### src/soa_pkg.sv
package soa_pkg;

  // request kinds
  localparam logic FUNC_ALLOC = 1'b0;
  localparam logic FUNC_FREE  = 1'b1;

  // result kinds
  localparam logic [2:0] KIND_ALLOC_EMPTY = 3'd0;
  localparam logic [2:0] KIND_ALLOC_PART  = 3'd1;
  localparam logic [2:0] KIND_FREE_FULL   = 3'd2;
  localparam logic [2:0] KIND_FREE_PART   = 3'd3;
  localparam logic [2:0] KIND_NONE        = 3'd4;
  localparam logic [2:0] KIND_SUMMARY     = 3'd5;

  // list moves
  localparam logic [2:0] MOVE_NONE          = 3'd0;
  localparam logic [2:0] MOVE_EMPTY_TO_PART = 3'd1;
  localparam logic [2:0] MOVE_PART_TO_FULL  = 3'd2;
  localparam logic [2:0] MOVE_FULL_TO_PART  = 3'd3;
  localparam logic [2:0] MOVE_PART_TO_EMPTY = 3'd4;

  // summary status
  localparam logic [2:0] STATUS_OK         = 3'd0;
  localparam logic [2:0] STATUS_CAPACITY   = 3'd1;
  localparam logic [2:0] STATUS_NOT_ENOUGH = 3'd2;
  localparam logic [2:0] STATUS_NO_CACHE   = 3'd3;
  localparam logic [2:0] STATUS_TABLE_FULL = 3'd4;

  // register map
  localparam logic REG_FIRST_OBJ = 1'b0;

  localparam logic [7:0] FIRST_OBJ_RESET = 8'd5;

  typedef enum logic [2:0] {
    ST_IDLE,
    ST_SCAN,
    ST_CREATE,
    ST_CHECK,
    ST_STEP,
    ST_SUM
  } soa_state_t;

  typedef struct packed {
    logic [2:0] kind;
    logic [2:0] move;
    logic [7:0] fill;
  } step_res_t;

  typedef struct packed {
    logic init;   // re-initialise entry with a new key
    logic cnt;    // write object total
    logic slab;   // write slab lists
  } tbl_wr_t;

endpackage

### src/slab_object_accounting.sv
// Channel  | direction | transfer when          | payload
// in_      | in        | in_valid & !in_stall   | func, obj_per_slab, count
// out_     | out       | out_valid & !out_stall | kind, move, slab_fill, status,
//          |           |                        | cache_total, last
// cfg (APB)| in        | psel&penable&pwrite    | reg 0 first_cache_objects @0x0
//
// Per request: accept, scan (one table entry per cycle, stops on the first
// key match, up to MAX_CACHES), create (new cache only), check, one object
// step per counted object unless the check fails, summary. The single-entry
// table port and the shared step unit give one object per unstalled cycle.
// Reset: synchronous, active low; entry zero comes up valid with key 5.
// A stalled output holds the sequencer in its step or summary state;
// in_stall is high for the whole request.
module slab_object_accounting #(
  parameter int SLABS_PER_CACHE = 5,
  parameter int MAX_CACHES      = 8
) (
  input  logic        clk,
  input  logic        rst_n,

  input  logic        in_valid,
  output logic        in_stall,
  input  logic        in_func,
  input  logic [7:0]  in_obj_per_slab,
  input  logic [5:0]  in_count,

  output logic        out_valid,
  input  logic        out_stall,
  output logic [2:0]  out_kind,
  output logic [2:0]  out_move,
  output logic [7:0]  out_slab_fill,
  output logic [2:0]  out_status,
  output logic [10:0] out_cache_total,
  output logic        out_last,

  input  logic        psel,
  input  logic        penable,
  input  logic        pwrite,
  input  logic [2:0]  paddr,
  input  logic [31:0] pwdata,
  output logic [31:0] prdata,
  output logic        pready
);

  localparam int IDX_W  = (MAX_CACHES > 1) ? $clog2(MAX_CACHES) : 1;
  localparam int SLAB_W = $clog2(SLABS_PER_CACHE + 1);
  // object total can reach 255 objects times the slab count
  localparam int CNT_W  = $clog2(255 * SLABS_PER_CACHE + 1);

  logic [7:0]        first_obj_r;
  logic              cfg_wr;
  logic              cfg_wr0;

  logic [IDX_W-1:0]  seq_idx;
  soa_pkg::tbl_wr_t  seq_wr;
  logic [7:0]        seq_key;
  soa_pkg::tbl_wr_t  tbl_wr;
  logic [IDX_W-1:0]  tbl_idx;
  logic [7:0]        tbl_key;
  logic [CNT_W-1:0]  wr_count;
  logic [SLAB_W-1:0] wr_full;
  logic [7:0]        wr_pfill;
  logic [SLAB_W-1:0] wr_empty;
  logic              rd_valid;
  logic [7:0]        rd_key;
  logic [CNT_W-1:0]  rd_count;
  logic [SLAB_W-1:0] rd_full;
  logic [7:0]        rd_pfill;
  logic [SLAB_W-1:0] rd_empty;
  logic [CNT_W-1:0]  out_total;

  // config port: zero wait states
  assign pready  = 1'b1;
  assign cfg_wr  = psel && penable && pwrite && pready;
  assign cfg_wr0 = cfg_wr && (paddr[2] == soa_pkg::REG_FIRST_OBJ);

  always_ff @(posedge clk) begin
    if (!rst_n) begin
      first_obj_r <= soa_pkg::FIRST_OBJ_RESET;
    end else if (cfg_wr0) begin
      first_obj_r <= pwdata[7:0];
    end
  end

  assign prdata = (paddr[2] == soa_pkg::REG_FIRST_OBJ) ? {24'd0, first_obj_r} : 32'd0;

  // a config write re-creates entry zero; user writes only while idle (unchecked)
  always_comb begin
    tbl_wr      = seq_wr;
    tbl_idx     = seq_idx;
    tbl_key     = seq_key;
    if (cfg_wr0) begin
      tbl_wr.init = 1'b1;
      tbl_idx     = '0;
      tbl_key     = pwdata[7:0];
    end
  end

  soa_table #(
    .SPC    (SLABS_PER_CACHE),
    .MAXC   (MAX_CACHES),
    .IDX_W  (IDX_W),
    .SLAB_W (SLAB_W),
    .CNT_W  (CNT_W)
  ) u_table (
    .clk      (clk),
    .rst_n    (rst_n),
    .idx      (tbl_idx),
    .wr       (tbl_wr),
    .init_key (tbl_key),
    .wr_count (wr_count),
    .wr_full  (wr_full),
    .wr_pfill (wr_pfill),
    .wr_empty (wr_empty),
    .rd_valid (rd_valid),
    .rd_key   (rd_key),
    .rd_count (rd_count),
    .rd_full  (rd_full),
    .rd_pfill (rd_pfill),
    .rd_empty (rd_empty)
  );

  soa_seq #(
    .SPC    (SLABS_PER_CACHE),
    .MAXC   (MAX_CACHES),
    .IDX_W  (IDX_W),
    .SLAB_W (SLAB_W),
    .CNT_W  (CNT_W)
  ) u_seq (
    .clk        (clk),
    .rst_n      (rst_n),
    .in_valid   (in_valid),
    .in_stall   (in_stall),
    .in_func    (in_func),
    .in_key     (in_obj_per_slab),
    .in_count   (in_count),
    .out_valid  (out_valid),
    .out_stall  (out_stall),
    .out_kind   (out_kind),
    .out_move   (out_move),
    .out_fill   (out_slab_fill),
    .out_status (out_status),
    .out_total  (out_total),
    .out_last   (out_last),
    .tbl_idx    (seq_idx),
    .tbl_wr     (seq_wr),
    .tbl_key    (seq_key),
    .wr_count   (wr_count),
    .wr_full    (wr_full),
    .wr_pfill   (wr_pfill),
    .wr_empty   (wr_empty),
    .rd_valid   (rd_valid),
    .rd_key     (rd_key),
    .rd_count   (rd_count),
    .rd_full    (rd_full),
    .rd_pfill   (rd_pfill),
    .rd_empty   (rd_empty)
  );

  // reported total is 11 bits wide
  assign out_cache_total = 11'(out_total);

endmodule

### src/soa_step.sv
// One object step on a cache entry: allocate or free a single object.
module soa_step #(
  parameter int SLAB_W = 3
) (
  input  logic              func,
  input  logic [7:0]        key,
  input  logic [7:0]        pfill,
  input  logic [SLAB_W-1:0] full,
  input  logic [SLAB_W-1:0] empty,
  output soa_pkg::step_res_t res,
  output logic [7:0]        pfill_nxt,
  output logic [SLAB_W-1:0] full_nxt,
  output logic [SLAB_W-1:0] empty_nxt
);

  logic [8:0] inc;
  logic [7:0] dec;
  logic [7:0] key_m1;

  assign inc    = {1'b0, pfill} + 9'd1;
  assign dec    = pfill - 8'd1;
  assign key_m1 = (key != 8'd0) ? key - 8'd1 : 8'd0;

  always_comb begin
    res.kind  = soa_pkg::KIND_NONE;
    res.move  = soa_pkg::MOVE_NONE;
    res.fill  = 8'd0;
    pfill_nxt = pfill;
    full_nxt  = full;
    empty_nxt = empty;
    if (func == soa_pkg::FUNC_ALLOC) begin
      if (pfill != 8'd0) begin
        res.kind = soa_pkg::KIND_ALLOC_PART;
        res.fill = inc[7:0];
        if (inc >= {1'b0, key}) begin
          full_nxt  = full + SLAB_W'(1);
          pfill_nxt = 8'd0;
          res.move  = soa_pkg::MOVE_PART_TO_FULL;
        end else begin
          pfill_nxt = inc[7:0];
        end
      end else if (empty != '0) begin
        empty_nxt = empty - SLAB_W'(1);
        res.kind  = soa_pkg::KIND_ALLOC_EMPTY;
        res.fill  = 8'd1;
        if (key <= 8'd1) begin
          // single-object slab is full straight away
          full_nxt = full + SLAB_W'(1);
          res.move = soa_pkg::MOVE_PART_TO_FULL;
        end else begin
          pfill_nxt = 8'd1;
          res.move  = soa_pkg::MOVE_EMPTY_TO_PART;
        end
      end
    end else begin
      if (pfill != 8'd0) begin
        res.kind  = soa_pkg::KIND_FREE_PART;
        res.fill  = dec;
        pfill_nxt = dec;
        if (dec == 8'd0) begin
          empty_nxt = empty + SLAB_W'(1);
          res.move  = soa_pkg::MOVE_PART_TO_EMPTY;
        end
      end else if (full != '0) begin
        full_nxt = full - SLAB_W'(1);
        res.kind = soa_pkg::KIND_FREE_FULL;
        res.fill = key_m1;
        if (key_m1 == 8'd0) begin
          empty_nxt = empty + SLAB_W'(1);
          res.move  = soa_pkg::MOVE_PART_TO_EMPTY;
        end else begin
          pfill_nxt = key_m1;
          res.move  = soa_pkg::MOVE_FULL_TO_PART;
        end
      end
    end
  end

endmodule

### src/soa_table.sv
// Per-cache accounting entries, one read/write index.
module soa_table #(
  parameter int SPC    = 5,
  parameter int MAXC   = 8,
  parameter int IDX_W  = 3,
  parameter int SLAB_W = 3,
  parameter int CNT_W  = 11
) (
  input  logic              clk,
  input  logic              rst_n,
  input  logic [IDX_W-1:0]  idx,
  input  soa_pkg::tbl_wr_t  wr,
  input  logic [7:0]        init_key,
  input  logic [CNT_W-1:0]  wr_count,
  input  logic [SLAB_W-1:0] wr_full,
  input  logic [7:0]        wr_pfill,
  input  logic [SLAB_W-1:0] wr_empty,
  output logic              rd_valid,
  output logic [7:0]        rd_key,
  output logic [CNT_W-1:0]  rd_count,
  output logic [SLAB_W-1:0] rd_full,
  output logic [7:0]        rd_pfill,
  output logic [SLAB_W-1:0] rd_empty
);

  logic [MAXC-1:0]   valid_r;
  logic [7:0]        key_r   [MAXC];
  logic [CNT_W-1:0]  count_r [MAXC];
  logic [SLAB_W-1:0] full_r  [MAXC];
  logic [7:0]        pfill_r [MAXC];
  logic [SLAB_W-1:0] empty_r [MAXC];

  always_ff @(posedge clk) begin
    if (!rst_n) begin
      valid_r    <= MAXC'(1);
      key_r[0]   <= soa_pkg::FIRST_OBJ_RESET;
      count_r[0] <= '0;
      full_r[0]  <= '0;
      pfill_r[0] <= 8'd0;
      empty_r[0] <= SLAB_W'(SPC);
    end else begin
      if (wr.init) begin
        valid_r[idx] <= 1'b1;
        key_r[idx]   <= init_key;
        count_r[idx] <= '0;
        full_r[idx]  <= '0;
        pfill_r[idx] <= 8'd0;
        empty_r[idx] <= SLAB_W'(SPC);
      end
      if (wr.cnt) begin
        count_r[idx] <= wr_count;
      end
      if (wr.slab) begin
        full_r[idx]  <= wr_full;
        pfill_r[idx] <= wr_pfill;
        empty_r[idx] <= wr_empty;
      end
    end
  end

  assign rd_valid = valid_r[idx];
  assign rd_key   = key_r[idx];
  assign rd_count = count_r[idx];
  assign rd_full  = full_r[idx];
  assign rd_pfill = pfill_r[idx];
  assign rd_empty = empty_r[idx];

endmodule

### src/soa_seq.sv
// Request sequencer: table scan, cache creation, capacity or count check, object steps, summary.
module soa_seq #(
  parameter int SPC    = 5,
  parameter int MAXC   = 8,
  parameter int IDX_W  = 3,
  parameter int SLAB_W = 3,
  parameter int CNT_W  = 11
) (
  input  logic              clk,
  input  logic              rst_n,
  input  logic              in_valid,
  output logic              in_stall,
  input  logic              in_func,
  input  logic [7:0]        in_key,
  input  logic [5:0]        in_count,
  output logic              out_valid,
  input  logic              out_stall,
  output logic [2:0]        out_kind,
  output logic [2:0]        out_move,
  output logic [7:0]        out_fill,
  output logic [2:0]        out_status,
  output logic [CNT_W-1:0]  out_total,
  output logic              out_last,
  output logic [IDX_W-1:0]  tbl_idx,
  output soa_pkg::tbl_wr_t  tbl_wr,
  output logic [7:0]        tbl_key,
  output logic [CNT_W-1:0]  wr_count,
  output logic [SLAB_W-1:0] wr_full,
  output logic [7:0]        wr_pfill,
  output logic [SLAB_W-1:0] wr_empty,
  input  logic              rd_valid,
  input  logic [7:0]        rd_key,
  input  logic [CNT_W-1:0]  rd_count,
  input  logic [SLAB_W-1:0] rd_full,
  input  logic [7:0]        rd_pfill,
  input  logic [SLAB_W-1:0] rd_empty
);

  soa_pkg::soa_state_t state_r, state_nxt;

  logic              func_r, func_nxt;
  logic [7:0]        key_r, key_nxt;
  logic [5:0]        cnt_r, cnt_nxt;
  logic [5:0]        rem_r, rem_nxt;
  logic [IDX_W-1:0]  idx_r, idx_nxt;
  logic              free_found_r, free_found_nxt;
  logic [IDX_W-1:0]  free_idx_r, free_idx_nxt;
  logic [2:0]        status_r, status_nxt;
  logic [CNT_W-1:0]  total_r, total_nxt;

  logic              ov_r, ov_nxt;
  logic [2:0]        okind_r, okind_nxt;
  logic [2:0]        omove_r, omove_nxt;
  logic [7:0]        ofill_r, ofill_nxt;
  logic [2:0]        ostat_r, ostat_nxt;
  logic [CNT_W-1:0]  ototal_r, ototal_nxt;
  logic              olast_r, olast_nxt;

  logic              out_free;
  logic              hit;
  logic              last_idx;
  logic              is_alloc;
  logic [CNT_W-1:0]  cap;
  logic [CNT_W:0]    sum_a;
  logic              over;
  logic              short;
  logic              check_fail;
  logic [CNT_W-1:0]  new_count;

  soa_pkg::step_res_t step_res;
  logic [7:0]        step_pfill;
  logic [SLAB_W-1:0] step_full;
  logic [SLAB_W-1:0] step_empty;

  soa_step #(.SLAB_W(SLAB_W)) u_step (
    .func      (func_r),
    .key       (rd_key),
    .pfill     (rd_pfill),
    .full      (rd_full),
    .empty     (rd_empty),
    .res       (step_res),
    .pfill_nxt (step_pfill),
    .full_nxt  (step_full),
    .empty_nxt (step_empty)
  );

  assign out_free   = !ov_r || !out_stall;
  assign hit        = rd_valid && (rd_key == key_r);
  assign last_idx   = (idx_r == IDX_W'(MAXC - 1));
  assign is_alloc   = (func_r == soa_pkg::FUNC_ALLOC);
  assign cap        = CNT_W'(key_r) * CNT_W'(SPC);
  assign sum_a      = {1'b0, rd_count} + (CNT_W + 1)'(cnt_r);
  assign over       = sum_a > {1'b0, cap};
  assign short      = CNT_W'(cnt_r) > rd_count;
  assign check_fail = is_alloc ? over : short;
  assign new_count  = is_alloc ? sum_a[CNT_W-1:0] : rd_count - CNT_W'(cnt_r);

  always_comb begin
    state_nxt = state_r;
    unique case (state_r)
      soa_pkg::ST_IDLE: begin
        if (in_valid) state_nxt = soa_pkg::ST_SCAN;
      end
      soa_pkg::ST_SCAN: begin
        if (hit) begin
          state_nxt = soa_pkg::ST_CHECK;
        end else if (last_idx) begin
          if (is_alloc && (free_found_r || !rd_valid)) state_nxt = soa_pkg::ST_CREATE;
          else state_nxt = soa_pkg::ST_SUM;
        end
      end
      soa_pkg::ST_CREATE: state_nxt = soa_pkg::ST_CHECK;
      soa_pkg::ST_CHECK: begin
        if (check_fail || cnt_r == 6'd0) state_nxt = soa_pkg::ST_SUM;
        else state_nxt = soa_pkg::ST_STEP;
      end
      soa_pkg::ST_STEP: begin
        if (out_free && rem_r == 6'd1) state_nxt = soa_pkg::ST_SUM;
      end
      soa_pkg::ST_SUM: begin
        if (out_free) state_nxt = soa_pkg::ST_IDLE;
      end
      default: state_nxt = soa_pkg::ST_IDLE;
    endcase
  end

  always_comb begin
    in_stall       = (state_r != soa_pkg::ST_IDLE);
    tbl_wr         = '0;
    wr_count       = new_count;
    wr_full        = step_full;
    wr_pfill       = step_pfill;
    wr_empty       = step_empty;
    func_nxt       = func_r;
    key_nxt        = key_r;
    cnt_nxt        = cnt_r;
    rem_nxt        = rem_r;
    idx_nxt        = idx_r;
    free_found_nxt = free_found_r;
    free_idx_nxt   = free_idx_r;
    status_nxt     = status_r;
    total_nxt      = total_r;
    ov_nxt         = ov_r && out_stall;
    okind_nxt      = okind_r;
    omove_nxt      = omove_r;
    ofill_nxt      = ofill_r;
    ostat_nxt      = ostat_r;
    ototal_nxt     = ototal_r;
    olast_nxt      = olast_r;

    unique case (state_r)
      soa_pkg::ST_IDLE: begin
        if (in_valid) begin
          func_nxt       = in_func;
          key_nxt        = in_key;
          cnt_nxt        = in_count;
          idx_nxt        = '0;
          free_found_nxt = 1'b0;
        end
      end
      soa_pkg::ST_SCAN: begin
        if (!hit) begin
          if (!rd_valid && !free_found_r) begin
            free_found_nxt = 1'b1;
            free_idx_nxt   = idx_r;
          end
          if (last_idx) begin
            if (is_alloc && (free_found_r || !rd_valid)) begin
              idx_nxt = free_found_r ? free_idx_r : idx_r;
            end else begin
              status_nxt = is_alloc ? soa_pkg::STATUS_TABLE_FULL : soa_pkg::STATUS_NO_CACHE;
              total_nxt  = '0;
            end
          end else begin
            idx_nxt = idx_r + IDX_W'(1);
          end
        end
      end
      soa_pkg::ST_CREATE: begin
        tbl_wr.init = 1'b1;
      end
      soa_pkg::ST_CHECK: begin
        if (check_fail) begin
          status_nxt = is_alloc ? soa_pkg::STATUS_CAPACITY : soa_pkg::STATUS_NOT_ENOUGH;
          total_nxt  = rd_count;
        end else begin
          tbl_wr.cnt = 1'b1;
          status_nxt = soa_pkg::STATUS_OK;
          total_nxt  = new_count;
          rem_nxt    = cnt_r;
        end
      end
      soa_pkg::ST_STEP: begin
        if (out_free) begin
          tbl_wr.slab = 1'b1;
          rem_nxt     = rem_r - 6'd1;
          ov_nxt      = 1'b1;
          okind_nxt   = step_res.kind;
          omove_nxt   = step_res.move;
          ofill_nxt   = step_res.fill;
          ostat_nxt   = soa_pkg::STATUS_OK;
          ototal_nxt  = total_r;
          olast_nxt   = 1'b0;
        end
      end
      soa_pkg::ST_SUM: begin
        if (out_free) begin
          ov_nxt     = 1'b1;
          okind_nxt  = soa_pkg::KIND_SUMMARY;
          omove_nxt  = soa_pkg::MOVE_NONE;
          ofill_nxt  = 8'd0;
          ostat_nxt  = status_r;
          ototal_nxt = total_r;
          olast_nxt  = 1'b1;
        end
      end
      default: ;
    endcase
  end

  always_ff @(posedge clk) begin
    if (!rst_n) begin
      state_r <= soa_pkg::ST_IDLE;
      ov_r    <= 1'b0;
    end else begin
      state_r <= state_nxt;
      ov_r    <= ov_nxt;
    end
  end

  always_ff @(posedge clk) begin
    func_r       <= func_nxt;
    key_r        <= key_nxt;
    cnt_r        <= cnt_nxt;
    rem_r        <= rem_nxt;
    idx_r        <= idx_nxt;
    free_found_r <= free_found_nxt;
    free_idx_r   <= free_idx_nxt;
    status_r     <= status_nxt;
    total_r      <= total_nxt;
    okind_r      <= okind_nxt;
    omove_r      <= omove_nxt;
    ofill_r      <= ofill_nxt;
    ostat_r      <= ostat_nxt;
    ototal_r     <= ototal_nxt;
    olast_r      <= olast_nxt;
  end

  assign tbl_idx    = idx_r;
  assign tbl_key    = key_r;
  assign out_valid  = ov_r;
  assign out_kind   = okind_r;
  assign out_move   = omove_r;
  assign out_fill   = ofill_r;
  assign out_status = ostat_r;
  assign out_total  = ototal_r;
  assign out_last   = olast_r;

endmodule
### config.mk
export PLATFORM = sky130hd
export DESIGN_NAME = slab_object_accounting
export DESIGN_NICKNAME = d
export VERILOG_FILES = /design/src/soa_pkg.sv /design/src/slab_object_accounting.sv /design/src/soa_step.sv /design/src/soa_table.sv /design/src/soa_seq.sv
export SDC_FILE = /design/constraint.sdc
export NUM_CORES = 1
export LEC_CHECK = 0
export BUFFER_PORTS_ARGS = -buffer_cell sky130_fd_sc_hd__buf_2
export CAP_MARGIN = 10
export CORE_MARGIN = 2
export CORE_UTILIZATION = 45
export CTS_BUF_LIST = sky130_fd_sc_hd__clkbuf_16
export DETAILED_ROUTE_END_ITERATION = 8
export GPL_TIMING_DRIVEN = 0
export PLACE_DENSITY = 0.64
export SETUP_SLACK_MARGIN = 0.2
export SLEW_MARGIN = 20
export SYNTH_ARGS = -nofsm -noshare
export SYNTH_HDL_FRONTEND = slang
export SYNTH_SLANG_ARGS = --single-unit
export TNS_END_PERCENT = 30
### constraint.sdc
create_clock -name clk -period 20.2 [get_ports clk]
set_input_delay 4.04 -clock clk [delete_from_list [all_inputs] [get_ports clk]]
set_output_delay 4.04 -clock clk [all_outputs]
set_load 0.005 [all_outputs]
==> flow_summary_export.csv, run 1 <==
group,metric,value,unit
sta,clock_skew,0.0222,ns
yosys,synthesis_warning_total,0,
detailed_routing,route.antenna.remaining_nets,0,
sta,setup_viol,0,
global_routing,grtUsageTotal,23.4,%
setup_path,crit_path_max_fanout,11,
clocking,worst_skew_pair.late_latency,0.54,ns
floorplan,row_count,71,
global_routing,vias_in_the_first_global_route,11590,
setup_path,cp.required,20.35,ns
placed_design,portBuffers,69,
power,worst_ir_drop_vdd,0.000101,V
yosys,synth_flop_cell,"edfxtp_1",
clocking,ctsHtreeMaxLevel,2,
clocking,cts_tree,"yes",
final_layout,multiInputGateArea,6350,um2
power,power.leakage,0.00766,uW
final_layout,area_growth_syn_to_layout,14.6,%
floorplan,core_region_area,37800,um2
floorplan,fp.dieArea,40200,um2
setup_path,setup.worst_path.class,"input port to flop",
setup_path,worstRegToRegCells,26,
worst_hold_path,path_type_of_the_worst_min_delay_path,"flop to flop",
placed_design,place_hpwl,33800,um
placed_design,post_dp_cell_area,18600,um2
detailed_routing,drtIter0Drc,1014,
sta,slew_violations,0,
clocking,clock_tree_buffer_depth,3,
clocking,post-cts-setup-buffer-count,0,
yosys,yosys_reg_bits,355,
power,power_per_cell_area,152,nW/um2
floorplan,die-height,201,um
detailed_routing,totalWireLength,47700,um
detailed_routing,drt_first_pass_iters,5,
sta,max_freq,82.4,MHz
detailed_routing,vias,12057,
yosys,avgSynthCellArea,12.2,um2
clocking,cts_repair_resize_count,0,
sta,rsz_0062_raised_after_global_routing,"no",
clocking,ctsRootBufferMaster,"clkbuf_16",
final_layout,nFillCells,3348,
global_routing,busiest_layer,"met2",
sta,timing_hold_violations_final,0,
power,p_total,3020,uW
floorplan,start_util,45.9,%
sta,setup_total_negative_slack,0,ns
yosys,syn_inst,1423,
final_layout,postLayoutCellArea,19900,um2
setup_path,reg2reg_setup_slack,11.56,ns
detailed_routing,vias_per_cell,5.73,
setup_path,worst_ep_arrival_time,12.29,ns
global_routing,initial_antenna_violation_count,0,
setup_path,crit_end,"u_table.count_r[3][3]",
detailed_routing,wl_per_cell,22.7,um
detailed_routing,route.detailed.drc,0,
clocking,clk_pin_slew_worst_paths,0.06,ns
yosys,synth_edf_count,335,
yosys,synth.cell_area,17400,um2
placed_design,place.gp.congestion,0.909,
sta,worst_pin_slew,1.15,ns
sta,period_share,60.1,%
setup_path,critical_path.startpoint_type,"input port",
global_routing,grt_pass1_wl,71000,um
clocking,clock-sinks,355,
floorplan,io-pin-count,121,
flow_run,max_cap_violations,0,
setup_path,cp-startpoint,"paddr[2]",
setup_path,reg2reg_from,"u_seq.tbl_idx[0]",
yosys,yosysUniqueCellTypes,90,
sta,relSlewSlack,22.9,%
floorplan,dieWidth,201,um
global_routing,gr-usage-met1,32.6,%
global_routing,use_met3,4.56,%
final_layout,highest_count_cells_in_the_layout_ignoring_fill_and_taps,"edfxtp_1, nand2_1, nor2_1, buf_2, a21oi_1",
yosys,synth_async_reset_ratio,0,%
global_routing,grt.overflow.total,0,
final_layout,commonest_non_fill_non_tap_cell_in_the_layout,"edfxtp_1",
yosys,synth.yosys.seq_area_share,60.2,%
sta,final_critical_path_time_including_i_o_delays_and_setup,12.14,ns
global_routing,met2_usage,36.8,%
global_routing,grt_start_max_net_pins,16,
run_status,status,"finished clean",
setup_path,crit_path_end_kind,"flop",
clocking,cts_inserted_buffers,39,
final_layout,regArea,10500,um2
final_layout,nNetsFinal,1686,
final_layout,antenna_cells_inserted,0,
final_layout,layout-drive-gt1-share,16.8,%
setup_path,worst_flop_to_flop_path_endpoint,"u_table.count_r[3][3]",
clocking,cts_hold_buffers,0,
==> layout make-up <==
class	instances	area share, %
Timing Repair Buffer	78	2.38
Clock buffer	39	4.90
Tap cell	511	3.21
Buffer	93	2.72
Sequential cell	355	52.5
Inverter	49	0.924
Clock inverter	30	1.43
Multi-Input combinational cell	949	31.9
==> cells in the mapped netlist (all sizes together) (10+ instances only) <==
cell      n  area share [%]
nand3    49             1.4
nor2b    14            0.50
edfxtp  335              58
nand2b   11            0.40
buf      65             2.5
dfxtp    20             2.3
a21oi    75             2.2
o21ai    37             1.1
nand4    15            0.54
a21o     18            0.78
xor2     20             1.0
nand2   180             3.9
ha       61             4.4
a22oi    10            0.46
xnor2    36             1.8
clkbuf   28            0.60
nor2    109             2.4
nor3     21            0.66
mux2     22             1.4
o22ai    11            0.40
nor4     11            0.48
inv      48             1.0
a21boi   10            0.43
mux2i    52             3.0
==> state kept, by name, indices dropped and copies added (netlist names), 11 cells and up <==
| signal | count |
|---|---|
| u_table.empty_r | 24 |
| u_seq.out_total | 11 |
| u_table.pfill_r | 64 |
| u_table.full_r | 24 |
| u_table.count_r | 88 |
| u_seq.total_r | 11 |
| u_table.key_r | 64 |
==> critical path: stages <==
cell,delay [ns]
buf_2,0.17
nand4b_1,0.38
buf_4,0.29
nand2_1,0.47
clkbuf_1,0.44
clkbuf_1,0.59
buf_1,0.57
nand2_1,0.13
nand3_1,0.11
nand4_1,0.39
inv_1,0.22
ha_1,0.26
o31a_1,0.34
o31ai_1,0.45
a21oi_1,0.24
nor3_1,0.31
xnor2_1,0.11
ha_1,0.34
a21o_1,0.18
a21oi_1,0.15
a31o_2,0.18
o41ai_2,0.11
mux2i_1,0.20
buf_2,0.26
nand3_1,0.17
a21o_1,0.29
nor2_1,0.85
==> worst min-delay path by stage <==
stage	cells after the start	from	to
finish	0	u_seq.total_r[8]	u_seq.out_total[8]
floorplan	0	u_seq.total_r[0]	u_seq.out_total[0]
CTS	0	u_seq.total_r[8]	u_seq.out_total[8]
global route	0	u_seq.total_r[5]	u_seq.out_total[5]
detailed placement	0	u_seq.total_r[8]	u_seq.out_total[8]
global placement	0	u_seq.total_r[8]	u_seq.out_total[8]
==> through the flow <==
| stage | instances | worst slack, ns | util (%) | hold slack (ns) |
|---|---|---|---|---|
| floorplan | 1446 | 10.26 | - | 0.400 |
| global placement | 2026 | 7.29 | 48.8 | 0.405 |
| detailed placement | 2035 | 7.59 | 49.3 | 0.405 |
| CTS | 2104 | 8.12 | 52.6 | 0.418 |
| global route | 2104 | 7.49 | 52.6 | 0.440 |
| finish | 2104 | 8.06 | 52.6 | 0.417 |
==> where the power goes <==
part	switching, uW	internal (uW)
combinational	914	513
clock	288	418
sequential	29.4	862
==> routing by layer <==
layer	part of all wire, %	vias to the layer above
li1	-	5473
met1	43	5904
met2	45	578
met3	8.4	102
met4	3.4	0
met5	0	-
==> logic make-up after synthesis <==
| group | count (synthesis) | synth area share (%) |
|---|---|---|
| xor+xnor | 56 | 2.82 |
| mux | 75 | 4.55 |
| compound gates | 257 | 10.6 |
| fa+ha+maj | 64 | 4.74 |
| simple gates | 472 | 12.9 |
| buf+inv | 142 | 4.18 |
| other cells | 2 | 0.0432 |
| flops | 355 | 60.2 |
Power figures use the tool's default switching activity.
==> run 2: changes to the inputs <==
--- a/config.mk
+++ b/config.mk
@@ -5,6 +5,7 @@
 export SDC_FILE = /design/constraint.sdc
 export NUM_CORES = 1
 export LEC_CHECK = 0
+export ABC_AREA = 1
 export BUFFER_PORTS_ARGS = -buffer_cell sky130_fd_sc_hd__buf_2
 export CAP_MARGIN = 10
 export CORE_MARGIN = 2
==> constraint.sdc (replaced) <==
create_clock -name clk -period 11.76 [get_ports clk]
set_input_delay 2.352 -clock clk [delete_from_list [all_inputs] [get_ports clk]]
set_output_delay 2.352 -clock clk [all_outputs]
set_load 0.005 [all_outputs]
==> run 2 against run 1 <==
Compared with the run above:
- count of clock-buffer cells in the layout rose by 1
- global-route usage is essentially flat
- cell count increased by 14%
- combinational power rose by 90%
- sequential power rose by 79%
- sequential cell count stayed put
- sequential share of layout area down 0.44 points
- highest routed layer unchanged
==> flow_summary_export.csv, run 2 <==
group,metric,value,unit
run_status,status,"finished clean",
detailed_routing,vias_per_cell,5.38,
detailed_routing,route.antenna.remaining_nets,0,
floorplan,fp.dieArea,41100,um2
yosys,synth_commonest_cells,"edfxtp_1, nand2_1, inv_1",
final_layout,largest_register_ffs,88,
setup_path,cell_occurring_most_often_along_the_worst_timing_path,"nand2_1",
yosys,synth_edf_count,335,
clocking,cts_hold_buffers,0,
sta,slew_violations,0,
setup_path,critical-path-max-stage-delay,0.85,ns
sta,relSlewSlack,27.5,%
clocking,post-cts-setup-buffer-count,0,
clocking,ctsHtreeMaxLevel,2,
clocking,cts_repair_resize_count,0,
global_routing,vias_in_the_first_global_route,11952,
yosys,synthesis_warning_total,0,
setup_path,critical_path.slowest_cell,"nor2_1",
worst_hold_path,path_type_of_the_worst_min_delay_path,"flop to flop",
setup_path,worst_ep_arrival_time,9.59,ns
clocking,cts_tree,"yes",
placed_design,place_hpwl,34500,um
placed_design,portBuffers,67,
detailed_routing,drtIter0Drc,1360,
final_layout,registers_with_the_highest_flip_flop_counts,"u_table.count_r x88, u_table.key_r x64, u_table.pfill_r x64",
power,clock_power_share,20.4,%
sta,worst_pin_slew,1.08,ns
setup_path,crit_path_max_fanout,11,
power,power.leakage,0.00835,uW
clocking,clk_pin_slew_worst_paths,0.06,ns
sta,clock_skew,0.0227,ns
yosys,synth_flop_cell,"edfxtp_1",
yosys,syn_inst,1725,
floorplan,io-pin-count,121,
yosys,post-synth-top-count-cell,"edfxtp_1",
global_routing,grt.overflow.total,0,
final_layout,commonest_non_fill_non_tap_cell_in_the_layout,"edfxtp_1",
detailed_routing,totalWireLength,48200,um
setup_path,crit_path_end_kind,"flop",
power,switchingPower,2420,uW
setup_path,setup.worst_path.class,"input port to flop",
global_routing,initial_antenna_violation_count,0,
final_layout,largest-register,"u_table.count_r",
floorplan,start_util,45.7,%
sta,final_critical_path_time_including_i_o_delays_and_setup,9.43,ns
yosys,synthTopCellsByArea,"edfxtp_1, nand2_1, inv_1, ha_1, nor2_1",
final_layout,antenna_cells_inserted,0,
final_layout,nNetsFinal,1983,
power,share_seq_of_total_power,29.5,%
placed_design,post_dp_cell_area,18900,um2
yosys,synth_async_reset_ratio,0,%
power,share_comb_of_total_power,50.1,%
clocking,ctsRootBufferMaster,"clkbuf_16",
power,worst_ir_drop_vdd,0.000109,V
floorplan,die-height,203,um
floorplan,dieWidth,203,um
sta,setup_viol,0,
setup_path,cp.required,11.92,ns
sta,rsz_0062_raised_after_global_routing,"no",
clocking,worst_skew_pair.late_latency,0.55,ns
detailed_routing,vias,12969,
global_routing,grt_pass1_wl,72400,um
final_layout,layout-drive-gt1-share,13.4,%
clocking,clock_tree_buffer_depth,3,
yosys,avgSynthCellArea,10.3,um2
flow_run,max_cap_violations,0,
yosys,yosysUniqueCellTypes,54,
final_layout,postLayoutCellArea,20100,um2
sta,timing_hold_violations_final,0,
floorplan,core_region_area,38800,um2
placed_design,place.gp.congestion,0.959,
sta,setup_total_negative_slack,0,ns
detailed_routing,wl_per_cell,20.0,um
global_routing,grtUsageTotal,23.4,%
sta,max_freq,106,MHz
yosys,synth.yosys.seq_area_share,58.9,%
sta,period_share,80.2,%
clocking,clock-sinks,355,
power,switching_share,44.8,%
yosys,yosys_reg_bits,355,
power,power.internal,2990,uW
detailed_routing,route.detailed.drc,0,
power,power_per_cell_area,269,nW/um2
yosys,synthDominantCellAreaShare,56.7,%
global_routing,grt_start_max_net_pins,17,
yosys,synth.cell_area,17800,um2
final_layout,highest_count_cells_in_the_layout_ignoring_fill_and_taps,"edfxtp_1, nand2_1, inv_1, nor2_1, nand3_1",
clocking,cts_inserted_buffers,39,
detailed_routing,drt_first_pass_iters,7,
floorplan,row_count,72,
final_layout,area_growth_syn_to_layout,13.1,%
yosys,synth.largest_area_cell,"edfxtp_1",
setup_path,critical_path.startpoint_type,"input port",
[run 2: cell families (layout without fill, tap and decap cells)]
group	count (synthesis)	after routing	share of synthesized area, %
fa+ha+maj	64	64	4.64
xor+xnor	36	36	1.78
buf+inv	313	456	7.95
other cells	2	25	0.0423
compound gates	273	273	9.15
simple gates	682	682	17.5
flops	355	355	58.9
[run 2: worst paths after layout]
check | from | endpoint | slack (ns) | cells past startpoint
worst min-delay path | u_seq.total_r[3] | u_seq.out_total[3] | 0.42 | 0
worst max-delay path | psel | u_table.count_r[7][4] | 2.33 | 32
worst max register to register | u_seq.tbl_idx[0] | u_table.count_r[7][4] | 3.80 | 29
worst min register to register | u_seq.total_r[3] | u_seq.out_total[3] | 0.42 | 0
[run 2: power by group through the flow]
stage               sequential (uW)  combinational, uW  clock (uW)
floorplan                      1610               1850           0
global placement               1620               2620           0
detailed placement             1620               2660           0
CTS                            1600               2670        1120
global route                   1610               3010        1170
finish                         1600               2710        1100
[run 2: critical path, delay by kind of cell]
family | cells | cell delay (ns)
buf+inv | 8 | 1.51
xor+xnor | 1 | 0.29
compound gates | 5 | 1.88
fa+ha+maj | 2 | 0.75
simple gates | 16 | 2.80
[run 2: layout make-up]
| cell class | count | area (um2) |
|---|---|---|
| buffer | 92 | 582 |
| sequential | 355 | 10500 |
| timing repair buffer | 73 | 400 |
| clock inverter | 30 | 145 |
| multi-input combinational | 1080 | 6010 |
| inverter | 221 | 830 |
| clock buffer | 40 | 1000 |
| tap | 518 | 648 |
| fill | 3440 | 18800 |
[run 2: metal layers]
metal / global-route usage, % / wire length [um] / vias up / share of wire (%)
li1: - / - / 6133 / -
met5: 0 / 0 / - / 0
met3: 3.39 / 3400 / 82 / 7.1
met1: 32.9 / 21200 / 6258 / 44
met2: 37.5 / 22000 / 496 / 46
met4: 7.69 / 1480 / 0 / 3.1
[run 2: through the flow]
stage	instances	hold slack, ns	worst slack, ns	util, %	power (uW)
final	2409	0.421	2.33	51.7	5410
after global routing	2409	0.430	1.87	51.7	5790
after CTS	2408	0.420	2.42	51.7	5380
after detailed placement	2338	0.405	1.87	48.7	4280
after global placement	2333	0.405	1.85	48.5	4240
after floorplan	1748	0.400	3.99	-	3460
